File: config.mk
export PLATFORM = sky130hd
export DESIGN_NAME = h264_sps_field_parser_top
export DESIGN_NICKNAME = d
export VERILOG_FILES = /design/src/rtl/core/sfp_pkg.sv /design/src/rtl/core/sfp_divider.sv /design/src/rtl/core/sfp_field_parser.sv /design/src/rtl/core/h264_sps_field_parser_top.sv
export VERILOG_INCLUDE_DIRS = /design/src /design/src/rtl/core
export SDC_FILE = /design/constraint.sdc
export NUM_CORES = 2
export LEC_CHECK = 0
export ABC_AREA = 1
export BUFFER_PORTS_ARGS = -buffer_cell sky130_fd_sc_hd__buf_4
export CORE_AREA = 5 5 272 274
export DETAILED_ROUTE_END_ITERATION = 12
export DIE_AREA = 0 0 277 279
export GPL_TIMING_DRIVEN = 0
export PLACE_DENSITY = 0.8
export SKIP_CTS_REPAIR_TIMING = 1
export SLEW_MARGIN = 10
export SYNTH_ARGS = -nofsm -noshare
export SYNTH_HDL_FRONTEND = slang
export SYNTH_SLANG_ARGS = --single-unit
export TNS_END_PERCENT = 5
File: constraint.sdc
create_clock -name clock -period 23.8 [get_ports clock]
set_input_delay 2.38 -clock clock [delete_from_list [all_inputs] [get_ports clock]]
set_output_delay 2.38 -clock clock [all_outputs]
set_load 0.005 [all_outputs]
File: src/rtl/core/h264_sps_field_parser_top_assert.svh
// ----------------------------------------------------------------------------
// SPS field parser assertion macros
// Concurrent assertion wrappers for the SPS field parser; ASSERT_OFF removes them.
// ----------------------------------------------------------------------------
`ifndef H264_SPS_FIELD_PARSER_TOP_ASSERT_SVH
`define H264_SPS_FIELD_PARSER_TOP_ASSERT_SVH
`ifndef ASSERT_OFF
// Same-cycle implication.
`define SFP_ASSERT_IMP(label, clk, rst, ante, cons) \
   label: assert property (@(posedge clk) disable iff (rst) (ante) |-> (cons)) \
      else $error("SPS parser assertion failed");
// Next-cycle implication.
`define SFP_ASSERT_NEXT(label, clk, rst, ante, cons) \
   label: assert property (@(posedge clk) disable iff (rst) (ante) |=> (cons)) \
      else $error("SPS parser assertion failed");
`else
`define SFP_ASSERT_IMP(label, clk, rst, ante, cons)
`define SFP_ASSERT_NEXT(label, clk, rst, ante, cons)
`endif
`endif

File: src/rtl/core/sfp_pkg.sv
// ----------------------------------------------------------------------------
// SPS field parser package
// Parse phase codes, field widths, status codes and shared types.
// ----------------------------------------------------------------------------
`timescale 1ns / 1ps
`default_nettype none
package sfp_pkg;

   // Result status codes.
   localparam logic [2:0] STATUS_OK        = 3'd0;
   localparam logic [2:0] STATUS_NOT_SPS   = 3'd1;
   localparam logic [2:0] STATUS_TRUNCATED = 3'd2;
   localparam logic [2:0] STATUS_SCALING   = 3'd3;
   localparam logic [2:0] STATUS_RANGE     = 3'd4;

   // Parse phases, one per syntax element.
   localparam logic [5:0] PH_HDR    = 6'd0;
   localparam logic [5:0] PH_PROF   = 6'd1;
   localparam logic [5:0] PH_CONS   = 6'd2;
   localparam logic [5:0] PH_LEVEL  = 6'd3;
   localparam logic [5:0] PH_ID     = 6'd4;
   localparam logic [5:0] PH_CHROMA = 6'd5;
   localparam logic [5:0] PH_SEP    = 6'd6;
   localparam logic [5:0] PH_LUMA   = 6'd7;
   localparam logic [5:0] PH_CDEPTH = 6'd8;
   localparam logic [5:0] PH_BYPASS = 6'd9;
   localparam logic [5:0] PH_SMF    = 6'd10;
   localparam logic [5:0] PH_SLIST  = 6'd11;
   localparam logic [5:0] PH_FRNUM  = 6'd12;
   localparam logic [5:0] PH_POCT   = 6'd13;
   localparam logic [5:0] PH_POCLSB = 6'd14;
   localparam logic [5:0] PH_DZERO  = 6'd15;
   localparam logic [5:0] PH_OFFNR  = 6'd16;
   localparam logic [5:0] PH_OFFTB  = 6'd17;
   localparam logic [5:0] PH_NCYC   = 6'd18;
   localparam logic [5:0] PH_CYCOFF = 6'd19;
   localparam logic [5:0] PH_MAXREF = 6'd20;
   localparam logic [5:0] PH_GAPS   = 6'd21;
   localparam logic [5:0] PH_WMBS   = 6'd22;
   localparam logic [5:0] PH_HMAP   = 6'd23;
   localparam logic [5:0] PH_FMBS   = 6'd24;
   localparam logic [5:0] PH_MBAFF  = 6'd25;
   localparam logic [5:0] PH_D8     = 6'd26;
   localparam logic [5:0] PH_CROPF  = 6'd27;
   localparam logic [5:0] PH_CL     = 6'd28;
   localparam logic [5:0] PH_CR     = 6'd29;
   localparam logic [5:0] PH_CT     = 6'd30;
   localparam logic [5:0] PH_CB     = 6'd31;
   localparam logic [5:0] PH_VUI    = 6'd32;
   localparam logic [5:0] PH_ARF    = 6'd33;
   localparam logic [5:0] PH_ARIDC  = 6'd34;
   localparam logic [5:0] PH_SARW   = 6'd35;
   localparam logic [5:0] PH_SARH   = 6'd36;
   localparam logic [5:0] PH_OVF    = 6'd37;
   localparam logic [5:0] PH_OVA    = 6'd38;
   localparam logic [5:0] PH_VSF    = 6'd39;
   localparam logic [5:0] PH_VFMT   = 6'd40;
   localparam logic [5:0] PH_VFR    = 6'd41;
   localparam logic [5:0] PH_CDF    = 6'd42;
   localparam logic [5:0] PH_CP     = 6'd43;
   localparam logic [5:0] PH_TC     = 6'd44;
   localparam logic [5:0] PH_MC     = 6'd45;
   localparam logic [5:0] PH_CLF    = 6'd46;
   localparam logic [5:0] PH_CLT    = 6'd47;
   localparam logic [5:0] PH_CLB    = 6'd48;
   localparam logic [5:0] PH_TIF    = 6'd49;
   localparam logic [5:0] PH_NUT    = 6'd50;
   localparam logic [5:0] PH_TS     = 6'd51;
   localparam logic [5:0] PH_FFR    = 6'd52;
   localparam logic [5:0] PH_DONE   = 6'd53;
   localparam logic [5:0] PH_HALT   = 6'd54;

   // Parsed fields handed from the parser to the top level.
   typedef struct packed {
      logic [5:0]  phase;
      logic [2:0]  err;
      logic [7:0]  profile_idc;
      logic [7:0]  level_idc;
      logic [4:0]  sps_index;
      logic [7:0]  max_ref_frames;
      logic [15:0] frame_width;
      logic [15:0] frame_height;
      logic [15:0] sar_width;
      logic [15:0] sar_height;
   } sfp_fields_type;

   // Fixed width of each phase; zero marks an Exp-Golomb code.
   function automatic logic [5:0] phase_width(input logic [5:0] ph);
      logic [5:0] w;
      unique case (ph) inside
         PH_HDR, PH_PROF, PH_CONS, PH_LEVEL, PH_ARIDC, PH_CP, PH_TC, PH_MC: w = 6'd8;
         PH_SEP, PH_BYPASS, PH_SMF, PH_SLIST, PH_DZERO, PH_GAPS, PH_FMBS, PH_MBAFF,
         PH_D8, PH_CROPF, PH_VUI, PH_ARF, PH_OVF, PH_OVA, PH_VSF, PH_VFR, PH_CDF,
         PH_CLF, PH_TIF, PH_FFR: w = 6'd1;
         PH_SARW, PH_SARH: w = 6'd16;
         PH_VFMT: w = 6'd3;
         PH_NUT, PH_TS: w = 6'd32;
         default: w = 6'd0;
      endcase
      return w;
   endfunction

   // Profiles that carry the chroma and bit-depth branch.
   function automatic logic high_profile(input logic [7:0] p);
      return (p == 8'd44) || (p == 8'd83) || (p == 8'd86) || (p == 8'd100) ||
             (p == 8'd110) || (p == 8'd118) || (p == 8'd122) || (p == 8'd244);
   endfunction

endpackage
`default_nettype wire

File: src/rtl/core/sfp_divider.sv
// ----------------------------------------------------------------------------
// SPS parser divider
// Restoring divider, one quotient bit per cycle.
// ----------------------------------------------------------------------------
`timescale 1ns / 1ps
`default_nettype none
module sfp_divider (
   input  wire         clock,
   input  wire         reset,
   input  wire         start,
   input  wire  [31:0] dividend,
   input  wire  [32:0] divisor,
   output logic        busy,
   output logic        done,
   output logic [31:0] quotient
);

   logic        busy_ff, busy_in;
   logic        done_ff, done_in;
   logic [4:0]  cnt_ff, cnt_in;
   logic [32:0] rem_ff, rem_in;
   logic [31:0] quo_ff, quo_in;
   logic [32:0] dvs_ff, dvs_in;
   logic [33:0] trial;
   logic        fits;

   // One restoring step per cycle; dividend bits shift out of the quotient register.
   always_comb begin
      busy_in = busy_ff;
      done_in = 1'b0;
      cnt_in  = cnt_ff;
      rem_in  = rem_ff;
      quo_in  = quo_ff;
      dvs_in  = dvs_ff;
      trial   = {rem_ff, quo_ff[31]};
      fits    = trial >= {1'b0, dvs_ff};
      if (start) begin
         busy_in = 1'b1;
         cnt_in  = 5'd31;
         rem_in  = '0;
         quo_in  = dividend;
         dvs_in  = divisor;
      end else if (busy_ff) begin
         rem_in = fits ? 33'(trial - {1'b0, dvs_ff}) : trial[32:0];
         quo_in = {quo_ff[30:0], fits};
         cnt_in = cnt_ff - 5'd1;
         if (cnt_ff == 5'd0) begin
            busy_in = 1'b0;
            done_in = 1'b1;
         end
      end
   end

   always_ff @(posedge clock) begin
      if (reset) begin
         busy_ff <= 1'b0;
         done_ff <= 1'b0;
         cnt_ff  <= '0;
      end else begin
         busy_ff <= busy_in;
         done_ff <= done_in;
         cnt_ff  <= cnt_in;
      end
      rem_ff <= rem_in;
      quo_ff <= quo_in;
      dvs_ff <= dvs_in;
   end

   assign busy     = busy_ff;
   assign done     = done_ff;
   assign quotient = quo_ff;

endmodule
`default_nettype wire

File: src/rtl/core/sfp_field_parser.sv
// ----------------------------------------------------------------------------
// SPS bit parser
// Consumes one payload bit per cycle while bit_valid is high and walks the SPS syntax elements.
// ----------------------------------------------------------------------------
`timescale 1ns / 1ps
`default_nettype none
module sfp_field_parser (
   input  wire                   clock,
   input  wire                   reset,
   input  wire                   clear,
   input  wire                   bit_valid,
   input  wire                   bit_value,
   output sfp_pkg::sfp_fields_type fields,
   output logic                  div_start,
   output logic [31:0]           div_dividend,
   output logic [32:0]           div_divisor
);
   import sfp_pkg::*;

   logic [5:0]  phase_ff, phase_in;
   logic        ue_ff, ue_in;
   logic [5:0]  gz_ff, gz_in;
   logic [31:0] acc_ff, acc_in;
   logic [5:0]  left_ff, left_in;
   logic [7:0]  loop_ff, loop_in;
   logic        c444_ff, c444_in;
   logic        fo_ff, fo_in;
   logic [31:0] wmbs_ff, wmbs_in;
   logic [31:0] hu_ff, hu_in;
   logic [32:0] ch_ff, ch_in;
   logic [32:0] cv_ff, cv_in;
   logic [31:0] tick_ff, tick_in;
   logic [31:0] ts_ff, ts_in;
   logic [2:0]  err_ff, err_in;
   logic [7:0]  prof_ff, prof_in;
   logic [7:0]  lev_ff, lev_in;
   logic [4:0]  id_ff, id_in;
   logic [7:0]  mref_ff, mref_in;
   logic [15:0] fw_ff, fw_in;
   logic [15:0] fh_ff, fh_in;
   logic [15:0] sarw_ff, sarw_in;
   logic [15:0] sarh_ff, sarh_in;

   logic        fin, go;
   logic [5:0]  nxt;
   logic [31:0] fval;
   logic [31:0] acc_shift;
   logic [5:0]  left_dec;
   logic [31:0] gmask;
   logic [32:0] cv_use;
   logic [37:0] full_w, full_h, sub_w, sub_h, diff_w, diff_h;
   logic        w_bad, h_bad;

   always_comb begin
      phase_in = phase_ff;  ue_in   = ue_ff;    gz_in   = gz_ff;    acc_in  = acc_ff;
      left_in  = left_ff;   loop_in = loop_ff;  c444_in = c444_ff;  fo_in   = fo_ff;
      wmbs_in  = wmbs_ff;   hu_in   = hu_ff;    ch_in   = ch_ff;    cv_in   = cv_ff;
      tick_in  = tick_ff;   ts_in   = ts_ff;    err_in  = err_ff;   prof_in = prof_ff;
      lev_in   = lev_ff;    id_in   = id_ff;    mref_in = mref_ff;  fw_in   = fw_ff;
      fh_in    = fh_ff;     sarw_in = sarw_ff;  sarh_in = sarh_ff;
      fin       = 1'b0;
      go        = 1'b0;
      nxt       = phase_ff;
      fval      = '0;
      div_start = 1'b0;
      acc_shift = {acc_ff[30:0], bit_value};
      left_dec  = (left_ff != 6'd0) ? left_ff - 6'd1 : 6'd0;
      gmask     = ~(32'hFFFF_FFFF << gz_ff[4:0]);

      // Bit intake: Exp-Golomb prefix counting or shifting into the field.
      if (bit_valid && (phase_ff < PH_DONE)) begin
         if (ue_ff) begin
            if (!bit_value) begin
               gz_in = gz_ff + 6'd1;
               if (gz_ff == 6'd31) begin
                  phase_in = PH_HALT;
                  err_in   = STATUS_RANGE;
               end
            end else if (gz_ff == 6'd0) begin
               fin = 1'b1;
            end else begin
               ue_in   = 1'b0;
               left_in = gz_ff;
               acc_in  = '0;
            end
         end else begin
            acc_in  = acc_shift;
            left_in = left_dec;
            if (left_dec == 6'd0) begin
               fin  = 1'b1;
               fval = acc_shift + ((phase_width(phase_ff) == 6'd0) ? gmask : 32'd0);
            end
         end
      end

      // Cropped size arithmetic: full extent minus twice the crop sum.
      cv_use = (phase_ff == PH_CB) ? cv_ff + {1'b0, fval} : cv_ff;
      full_w = (38'(wmbs_ff) + 38'd1) << 4;
      full_h = ((38'(hu_ff) + 38'd1) << 4) << (fo_ff ? 1'b0 : 1'b1);
      sub_w  = 38'(ch_ff) << 1;
      sub_h  = 38'(cv_use) << 1;
      diff_w = full_w - sub_w;
      diff_h = full_h - sub_h;
      w_bad  = (sub_w > full_w) || (diff_w[37:16] != '0);
      h_bad  = (sub_h > full_h) || (diff_h[37:16] != '0);

      // Syntax element completion.
      if (fin) begin
         go = 1'b1;
         unique case (phase_ff)
            PH_HDR: begin
               if (fval[4:0] != 5'd7) begin
                  go = 1'b0;  phase_in = PH_HALT;  err_in = STATUS_NOT_SPS;
               end else begin
                  nxt = PH_PROF;
               end
            end
            PH_PROF:  begin prof_in = fval[7:0]; nxt = PH_CONS; end
            PH_CONS:  nxt = PH_LEVEL;
            PH_LEVEL: begin lev_in = fval[7:0]; nxt = PH_ID; end
            PH_ID: begin
               if (fval > 32'd31) begin
                  id_in = 5'd31;
                  if (err_ff == STATUS_OK) err_in = STATUS_RANGE;
               end else begin
                  id_in = fval[4:0];
               end
               nxt = high_profile(prof_ff) ? PH_CHROMA : PH_FRNUM;
            end
            PH_CHROMA: begin
               c444_in = (fval == 32'd3);
               nxt     = (fval == 32'd3) ? PH_SEP : PH_LUMA;
            end
            PH_SEP:    nxt = PH_LUMA;
            PH_LUMA:   nxt = PH_CDEPTH;
            PH_CDEPTH: nxt = PH_BYPASS;
            PH_BYPASS: nxt = PH_SMF;
            PH_SMF: begin
               loop_in = '0;
               nxt     = (fval != 32'd0) ? PH_SLIST : PH_FRNUM;
            end
            PH_SLIST: begin
               if (fval != 32'd0) begin
                  go = 1'b0;  phase_in = PH_HALT;  err_in = STATUS_SCALING;
               end else begin
                  loop_in = loop_ff + 8'd1;
                  nxt = ((loop_ff + 8'd1) >= (c444_ff ? 8'd12 : 8'd8)) ? PH_FRNUM : PH_SLIST;
               end
            end
            PH_FRNUM: nxt = PH_POCT;
            PH_POCT: begin
               if (fval == 32'd0)      nxt = PH_POCLSB;
               else if (fval == 32'd1) nxt = PH_DZERO;
               else                    nxt = PH_MAXREF;
            end
            PH_POCLSB: nxt = PH_MAXREF;
            PH_DZERO:  nxt = PH_OFFNR;
            PH_OFFNR:  nxt = PH_OFFTB;
            PH_OFFTB:  nxt = PH_NCYC;
            PH_NCYC: begin
               if (fval > 32'd255) begin
                  go = 1'b0;  phase_in = PH_HALT;  err_in = STATUS_RANGE;
               end else begin
                  loop_in = fval[7:0];
                  nxt     = (fval == 32'd0) ? PH_MAXREF : PH_CYCOFF;
               end
            end
            PH_CYCOFF: begin
               loop_in = loop_ff - 8'd1;
               nxt     = ((loop_ff - 8'd1) == 8'd0) ? PH_MAXREF : PH_CYCOFF;
            end
            PH_MAXREF: begin
               if (fval > 32'd255) begin
                  mref_in = 8'hFF;
                  if (err_ff == STATUS_OK) err_in = STATUS_RANGE;
               end else begin
                  mref_in = fval[7:0];
               end
               nxt = PH_GAPS;
            end
            PH_GAPS:  nxt = PH_WMBS;
            PH_WMBS:  begin wmbs_in = fval; nxt = PH_HMAP; end
            PH_HMAP:  begin hu_in = fval; nxt = PH_FMBS; end
            PH_FMBS: begin
               fo_in = fval[0];
               nxt   = (fval != 32'd0) ? PH_D8 : PH_MBAFF;
            end
            PH_MBAFF: nxt = PH_D8;
            PH_D8:    nxt = PH_CROPF;
            PH_CROPF, PH_CB: begin
               if ((phase_ff == PH_CROPF) && (fval != 32'd0)) begin
                  nxt = PH_CL;
               end else begin
                  cv_in = cv_use;
                  fw_in = w_bad ? 16'd0 : diff_w[15:0];
                  fh_in = h_bad ? 16'd0 : diff_h[15:0];
                  if ((w_bad || h_bad) && (err_ff == STATUS_OK)) err_in = STATUS_RANGE;
                  nxt = PH_VUI;
               end
            end
            PH_CL:    begin ch_in = {1'b0, fval}; nxt = PH_CR; end
            PH_CR:    begin ch_in = ch_ff + {1'b0, fval}; nxt = PH_CT; end
            PH_CT:    begin cv_in = {1'b0, fval}; nxt = PH_CB; end
            PH_VUI:   nxt = (fval != 32'd0) ? PH_ARF : PH_DONE;
            PH_ARF:   nxt = (fval != 32'd0) ? PH_ARIDC : PH_OVF;
            PH_ARIDC: nxt = (fval == 32'd255) ? PH_SARW : PH_OVF;
            PH_SARW:  begin sarw_in = fval[15:0]; nxt = PH_SARH; end
            PH_SARH:  begin sarh_in = fval[15:0]; nxt = PH_OVF; end
            PH_OVF:   nxt = (fval != 32'd0) ? PH_OVA : PH_VSF;
            PH_OVA:   nxt = PH_VSF;
            PH_VSF:   nxt = (fval != 32'd0) ? PH_VFMT : PH_CLF;
            PH_VFMT:  nxt = PH_VFR;
            PH_VFR:   nxt = PH_CDF;
            PH_CDF:   nxt = (fval != 32'd0) ? PH_CP : PH_CLF;
            PH_CP:    nxt = PH_TC;
            PH_TC:    nxt = PH_MC;
            PH_MC:    nxt = PH_CLF;
            PH_CLF:   nxt = (fval != 32'd0) ? PH_CLT : PH_TIF;
            PH_CLT:   nxt = PH_CLB;
            PH_CLB:   nxt = PH_TIF;
            PH_TIF:   nxt = (fval != 32'd0) ? PH_NUT : PH_DONE;
            PH_NUT:   begin tick_in = fval; nxt = PH_TS; end
            PH_TS:    begin ts_in = fval; nxt = PH_FFR; end
            PH_FFR: begin
               div_start = (fval != 32'd0) && (tick_ff != 32'd0);
               nxt       = PH_DONE;
            end
            default: begin
               go       = 1'b0;
               phase_in = PH_HALT;
            end
         endcase
      end

      // Start of the next syntax element.
      if (go) begin
         phase_in = nxt;
         acc_in   = '0;
         gz_in    = '0;
         ue_in    = (phase_width(nxt) == 6'd0);
         left_in  = phase_width(nxt);
      end
   end

   always_ff @(posedge clock) begin
      if (reset || clear) begin
         phase_ff <= PH_HDR;  ue_ff   <= 1'b0;  gz_ff   <= '0;  acc_ff  <= '0;
         left_ff  <= 6'd8;    loop_ff <= '0;    c444_ff <= 1'b0; fo_ff  <= 1'b1;
         wmbs_ff  <= '0;      hu_ff   <= '0;    ch_ff   <= '0;  cv_ff   <= '0;
         tick_ff  <= '0;      ts_ff   <= '0;    err_ff  <= STATUS_OK;
         prof_ff  <= '0;      lev_ff  <= '0;    id_ff   <= '0;  mref_ff <= '0;
         fw_ff    <= '0;      fh_ff   <= '0;    sarw_ff <= '0;  sarh_ff <= '0;
      end else begin
         phase_ff <= phase_in;  ue_ff   <= ue_in;    gz_ff   <= gz_in;    acc_ff  <= acc_in;
         left_ff  <= left_in;   loop_ff <= loop_in;  c444_ff <= c444_in;  fo_ff   <= fo_in;
         wmbs_ff  <= wmbs_in;   hu_ff   <= hu_in;    ch_ff   <= ch_in;    cv_ff   <= cv_in;
         tick_ff  <= tick_in;   ts_ff   <= ts_in;    err_ff  <= err_in;
         prof_ff  <= prof_in;   lev_ff  <= lev_in;   id_ff   <= id_in;    mref_ff <= mref_in;
         fw_ff    <= fw_in;     fh_ff   <= fh_in;    sarw_ff <= sarw_in;  sarh_ff <= sarh_in;
      end
   end

   assign fields.phase          = phase_ff;
   assign fields.err            = err_ff;
   assign fields.profile_idc    = prof_ff;
   assign fields.level_idc      = lev_ff;
   assign fields.sps_index      = id_ff;
   assign fields.max_ref_frames = mref_ff;
   assign fields.frame_width    = fw_ff;
   assign fields.frame_height   = fh_ff;
   assign fields.sar_width      = sarw_ff;
   assign fields.sar_height     = sarh_ff;
   assign div_dividend          = ts_ff;
   assign div_divisor           = {tick_ff, 1'b0};

endmodule
`default_nettype wire

File: src/rtl/core/h264_sps_field_parser_top.sv
// A byte is accepted in ST_IDLE and shifted into the bit parser in ST_BITS, one bit at a time;
// ST_FINISH then registers the result transaction. A dropped last byte goes straight to ST_FINISH.
// ST_FINISH holds until the frame rate division has finished and its quotient is registered
// in fr_ff, and until the result register is free or being taken.
// Byte intake: a new byte is accepted only in ST_IDLE, after the previous byte's bits have shifted out.
// Synchronous active-high reset returns the parser to the NAL header phase.
// ----------------------------------------------------------------------------
// SPS field parser top level
// Strips emulation-prevention bytes and feeds the bit parser and divider.
// ----------------------------------------------------------------------------
`timescale 1ns / 1ps
`default_nettype none
`include "h264_sps_field_parser_top_assert.svh"
module h264_sps_field_parser_top (
   input  wire          clock,
   input  wire          reset,
   input  wire          req_tvalid,
   output logic         req_tready,
   input  wire  [7:0]   req_tdata,   // data_byte
   input  wire          req_tlast,   // last_byte
   output logic         rsp_tvalid,
   input  wire          rsp_tready,
   // status, profile_idc, level_idc, sps_index, max_ref_frames, frame_width,
   // frame_height, frame_rate, sar_width, sar_height
   output logic [111:0] rsp_tdata
);
   import sfp_pkg::*;

   localparam logic [1:0] ST_IDLE   = 2'd0;
   localparam logic [1:0] ST_BITS   = 2'd1;
   localparam logic [1:0] ST_FINISH = 2'd2;

   logic [1:0]     state_ff, state_in;
   logic [1:0]     zr_ff, zr_in;
   logic [7:0]     sh_ff, sh_in;
   logic [2:0]     bit_cnt_ff, bit_cnt_in;
   logic           last_ff, last_in;
   logic           rsp_valid_ff, rsp_valid_in;
   logic [111:0]   rsp_data_ff, rsp_data_in;
   logic [15:0]    fr_ff, fr_in;
   logic           accept, drop, emit;
   logic [2:0]     status;
   sfp_fields_type fields;
   logic           div_start, div_busy, div_done;
   logic [31:0]    div_dividend, div_quotient;
   logic [32:0]    div_divisor;

   sfp_field_parser u_parser (
      .clock        (clock),
      .reset        (reset),
      .clear        (emit),
      .bit_valid    (state_ff == ST_BITS),
      .bit_value    (sh_ff[7]),
      .fields       (fields),
      .div_start    (div_start),
      .div_dividend (div_dividend),
      .div_divisor  (div_divisor)
   );

   sfp_divider u_divider (
      .clock    (clock),
      .reset    (reset),
      .start    (div_start),
      .dividend (div_dividend),
      .divisor  (div_divisor),
      .busy     (div_busy),
      .done     (div_done),
      .quotient (div_quotient)
   );

   assign accept = req_tvalid && req_tready;
   assign drop   = (zr_ff == 2'd2) && (req_tdata == 8'h03);
   // The quotient lands in fr_ff in the cycle after done, so the result waits for it.
   assign emit   = (state_ff == ST_FINISH) && !div_busy && !div_done &&
                   (!rsp_valid_ff || rsp_tready);

   // Final status from the parse phase.
   always_comb begin
      if (fields.phase == PH_HALT)      status = fields.err;
      else if (fields.phase != PH_DONE) status = STATUS_TRUNCATED;
      else                              status = fields.err;
   end

   // Byte intake, bit sequencing and result register.
   always_comb begin
      state_in     = state_ff;
      zr_in        = zr_ff;
      sh_in        = sh_ff;
      bit_cnt_in   = bit_cnt_ff;
      last_in      = last_ff;
      rsp_valid_in = rsp_valid_ff && !rsp_tready;
      rsp_data_in  = rsp_data_ff;
      fr_in        = fr_ff;
      if (div_done) fr_in = (div_quotient[31:16] != '0) ? 16'hFFFF : div_quotient[15:0];
      unique case (state_ff)
         ST_IDLE: begin
            if (accept) begin
               last_in = req_tlast;
               if (drop) begin
                  zr_in = '0;
                  if (req_tlast) state_in = ST_FINISH;
               end else begin
                  zr_in      = (req_tdata != 8'd0) ? 2'd0 :
                               (zr_ff == 2'd2) ? 2'd2 : zr_ff + 2'd1;
                  sh_in      = req_tdata;
                  bit_cnt_in = 3'd7;
                  state_in   = ST_BITS;
               end
            end
         end
         ST_BITS: begin
            sh_in      = {sh_ff[6:0], 1'b0};
            bit_cnt_in = bit_cnt_ff - 3'd1;
            if (bit_cnt_ff == 3'd0) state_in = last_ff ? ST_FINISH : ST_IDLE;
         end
         ST_FINISH: begin
            if (emit) begin
               rsp_valid_in = 1'b1;
               rsp_data_in  = {fields.sar_height, fields.sar_width, fr_ff,
                               fields.frame_height, fields.frame_width,
                               fields.max_ref_frames, fields.sps_index,
                               fields.level_idc, fields.profile_idc, status};
               fr_in        = '0;
               zr_in        = '0;
               state_in     = ST_IDLE;
            end
         end
         default: state_in = ST_IDLE;
      endcase
   end

   always_ff @(posedge clock) begin
      if (reset) begin
         state_ff     <= ST_IDLE;
         zr_ff        <= '0;
         bit_cnt_ff   <= '0;
         last_ff      <= 1'b0;
         rsp_valid_ff <= 1'b0;
         fr_ff        <= '0;
      end else begin
         state_ff     <= state_in;
         zr_ff        <= zr_in;
         bit_cnt_ff   <= bit_cnt_in;
         last_ff      <= last_in;
         rsp_valid_ff <= rsp_valid_in;
         fr_ff        <= fr_in;
      end
      sh_ff       <= sh_in;
      rsp_data_ff <= rsp_data_in;
   end

   assign req_tready = (state_ff == ST_IDLE);
   assign rsp_tvalid = rsp_valid_ff;
   assign rsp_tdata  = rsp_data_ff;

   // A byte in flight keeps shifting until its eighth bit.
   `SFP_ASSERT_NEXT(a_bits_hold, clock, reset, (state_ff == ST_BITS) && (bit_cnt_ff != 3'd0), state_ff == ST_BITS)
   // A new result transaction comes only from the finish step.
   `SFP_ASSERT_IMP(a_emit_from_finish, clock, reset, $rose(rsp_tvalid), $past(state_ff) == ST_FINISH)

endmodule
`default_nettype wire

==> run metrics <==
outcome finished clean; synth warn 0; core area 71100 um2; Post-route DRC 0; P&R area growth vs syn 11.6%; first-pass GRT wire length 191 mm; vias in the first global route 33703; Die X 277 um; Worst-path clk slew 0.07 ns; antenna violations before repair 1; Fmax achieved 0.0779 GHz; Avg Cell Area, Syn 7.16 um2; CTS buffer count 61; Final nets 5619; vias per cell 5.76; Vias 36860; cell area after synthesis roughly 37000 um2; Pins Over Slew Limit 0; Global Route Usage Sum 30.8%; H-tree depth 2; top cells by count, synth nand2_1 (1069), inv_1 (689), a21oi_1 (604); I/O Buffers 124; Initial Utilization 52.4%; RSZ-0062 raised after global routing no; post-route ant nets 0; number of fill cells in the layout ~6700; flops & latches, synth 595; Worst Hold Class flip-flop to flip-flop; post-synth top area share 22.2%; Mapped Cells 5201; sequential share of the synthesized area 36.9%; Fin Setup TNS 0 ns; max-cap violations 0; ranking of synthesized cells by area dfxtp_1 (22%), edfxtp_1 (15%), nand2_1 (11%); CP Max Fanout 10; Root Buffer clkbuf_16; share of cells above drive strength 1 under 10%; GR Overflow Total 0; CTS Sinks roughly 600; Most common cell on crit path inv_1; DRT iter0 DRCs 4163; DR WL/cell 19.5 um; EDFF count, synth 182; post-DP HPWL 94.5 mm; drt pass-1 iters 7; final core occ 58.4%; synth unique cells 68; Worst EP arrival 13.42 ns; leakage 19.3 nW; startpoint types flip-flop; post-synth top area cell dfxtp_1; largest net degree at the start of global routing 36; die extent in y between 200 and 300 um; Multi-input gate area 20100 um2; minimum clock period ~13 ns; Total Routed Length 125 mm; io pins 127; Placed Area 39500 um2; most frequent cell after synthesis nand2_1; FF/Latch Area 13700 um2; Final Hold Vio Count 0; CTS tree done; power per cell area a little under 60 nW/um2; crit path max-delay cell type clkbuf_1; Die ar. 77300 um2; Worst Tran Pin Value 1.39 ns; Crit Path Class flip-flop to flip-flop; fin crit share 53.9%; crit path capture type flip-flop; Design Power around 2.4 mW; Max IR drop VDD 68.7 uV; Most used DFF post-synth dfxtp_1; row cnt 98; Clock Skews 0.0391 ns; CTS Buffer Depth 3; final setup fails 0; CP max stage delay between 0.9 and 1 ns; post-route cell area 41500 um2; clock latency at the later pin of the worst-skew pair 0.68 ns; GP Congestion 1.04; Synth async-reset ratio 0%; relative slew slack 7.25%; Critical Path RT 24.38 ns
[critical path: cells and delay by family (launching register included)]
kind	cells	cell delay, ns
buffers and inverters	13	3.54
XOR/XNOR	2	0.39
AO/OA/AOI/OAI	15	3.04
AND/OR/NAND/NOR	19	3.70
adder cells (fa/ha/maj)	4	1.72
flip-flops	1	0.30
[per-layer routing]
| metal | vias to the layer above | GRT usage (%) | routed length, um | share of wire, % |
|---|---|---|---|---|
| met2 | 1681 | 49.8 | 55600 | 44 |
| li1 | 17803 | - | - | - |
| met4 | 0 | 13.7 | 6360 | 5.1 |
| met5 | - | 0 | 0 | 0 |
| met3 | 350 | 5.31 | 12000 | 9.6 |
| met1 | 17026 | 40.8 | 51200 | 41 |
[path summary, 6_finish.rpt]
kind	startpoint	end	slack, ns	depth (start not counted)
setup reg to reg	u_parser.phase_ff[5]	u_parser.fh_ff[13]	10.96	53
hold / removal	u_parser.fw_ff[14]	rsp_tdata[46]	0.43	0
setup / recovery	u_parser.phase_ff[5]	u_parser.fh_ff[13]	10.96	53
hold reg to reg	u_parser.fw_ff[14]	rsp_tdata[46]	0.43	0
[cell usage in the layout, fill, tap and decap left out, drive strengths merged, types with 12 or more instances in the layout]
| cell | n |
|---|---|
| nand3b | 20 |
| o21ai | 411 |
| a21o | 13 |
| a211oi | 42 |
| o31ai | 19 |
| a22oi | 31 |
| nand2 | 1082 |
| nor3 | 66 |
| clkinv | 27 |
| a21oi | 608 |
| mux2i | 13 |
| ha | 207 |
| buf | 157 |
| nor4 | 31 |
| edfxtp | 182 |
| a31oi | 40 |
| nor2 | 523 |
| nand3 | 198 |
| or2 | 12 |
| xor2 | 115 |
| o21a | 17 |
| nand4 | 80 |
| dfxtp | 413 |
| clkbuf | 237 |
| o211ai | 48 |
| xnor2 | 63 |
| inv | 707 |
[metrics by stage]
stage | setup WS (ns) | hold slack [ns] | std cells
3_3_place_gp | 8.80 | 0.409 | 6276
5_1_grt | 10.19 | 0.425 | 6398
3_5_place_dp | 11.40 | 0.410 | 6282
6_report | 10.96 | 0.425 | 6402
4_1_cts | 11.39 | 0.419 | 6398
2_1_floorplan | 14.33 | 0.403 | 5202
[report_power, final]
part | total [mW] | internal, mW | switching (mW)
Sequential | 1.12 | 1.10 | 0.0228
Combinational | 0.331 | 0.110 | 0.221
Clock | 0.976 | 0.539 | 0.437
[cell families after synthesis]
group	share of synthesized area [%]
other	0.0101
AND/OR/NAND/NOR	23.1
buffers and inverters	9.15
adder cells (fa/ha/maj)	7.17
XOR/XNOR	4.19
multiplexers	0.349
AO/OA/AOI/OAI	19.2
flip-flops	36.9
[sequential cells by signal (all words and copies together) (netlist names), 32 cells and up]
signal                 flops
u_divider.rem_ff          33
rsp_tdata                110
u_parser.wmbs_ff          32
u_parser.tick_ff          32
u_divider.quotient        32
u_parser.cv_ff            33
u_parser.div_dividend     32
u_divider.dvs_ff          32
u_parser.ch_ff            33
u_parser.hu_ff            32
[area by class of cell]
class / instances / area share [%]
antenna: 4 / 0.0241
buffer: 180 / 1.78
clock buffer: 84 / 4.10
clock inverter: 32 / 0.804
inverter: 711 / 6.42
multi-input combinational: 3716 / 48.4
sequential: 595 / 33.1
tap: 950 / 2.86
timing repair buffer: 130 / 2.53
No activity file was read; power rests on OpenSTA's default activity.
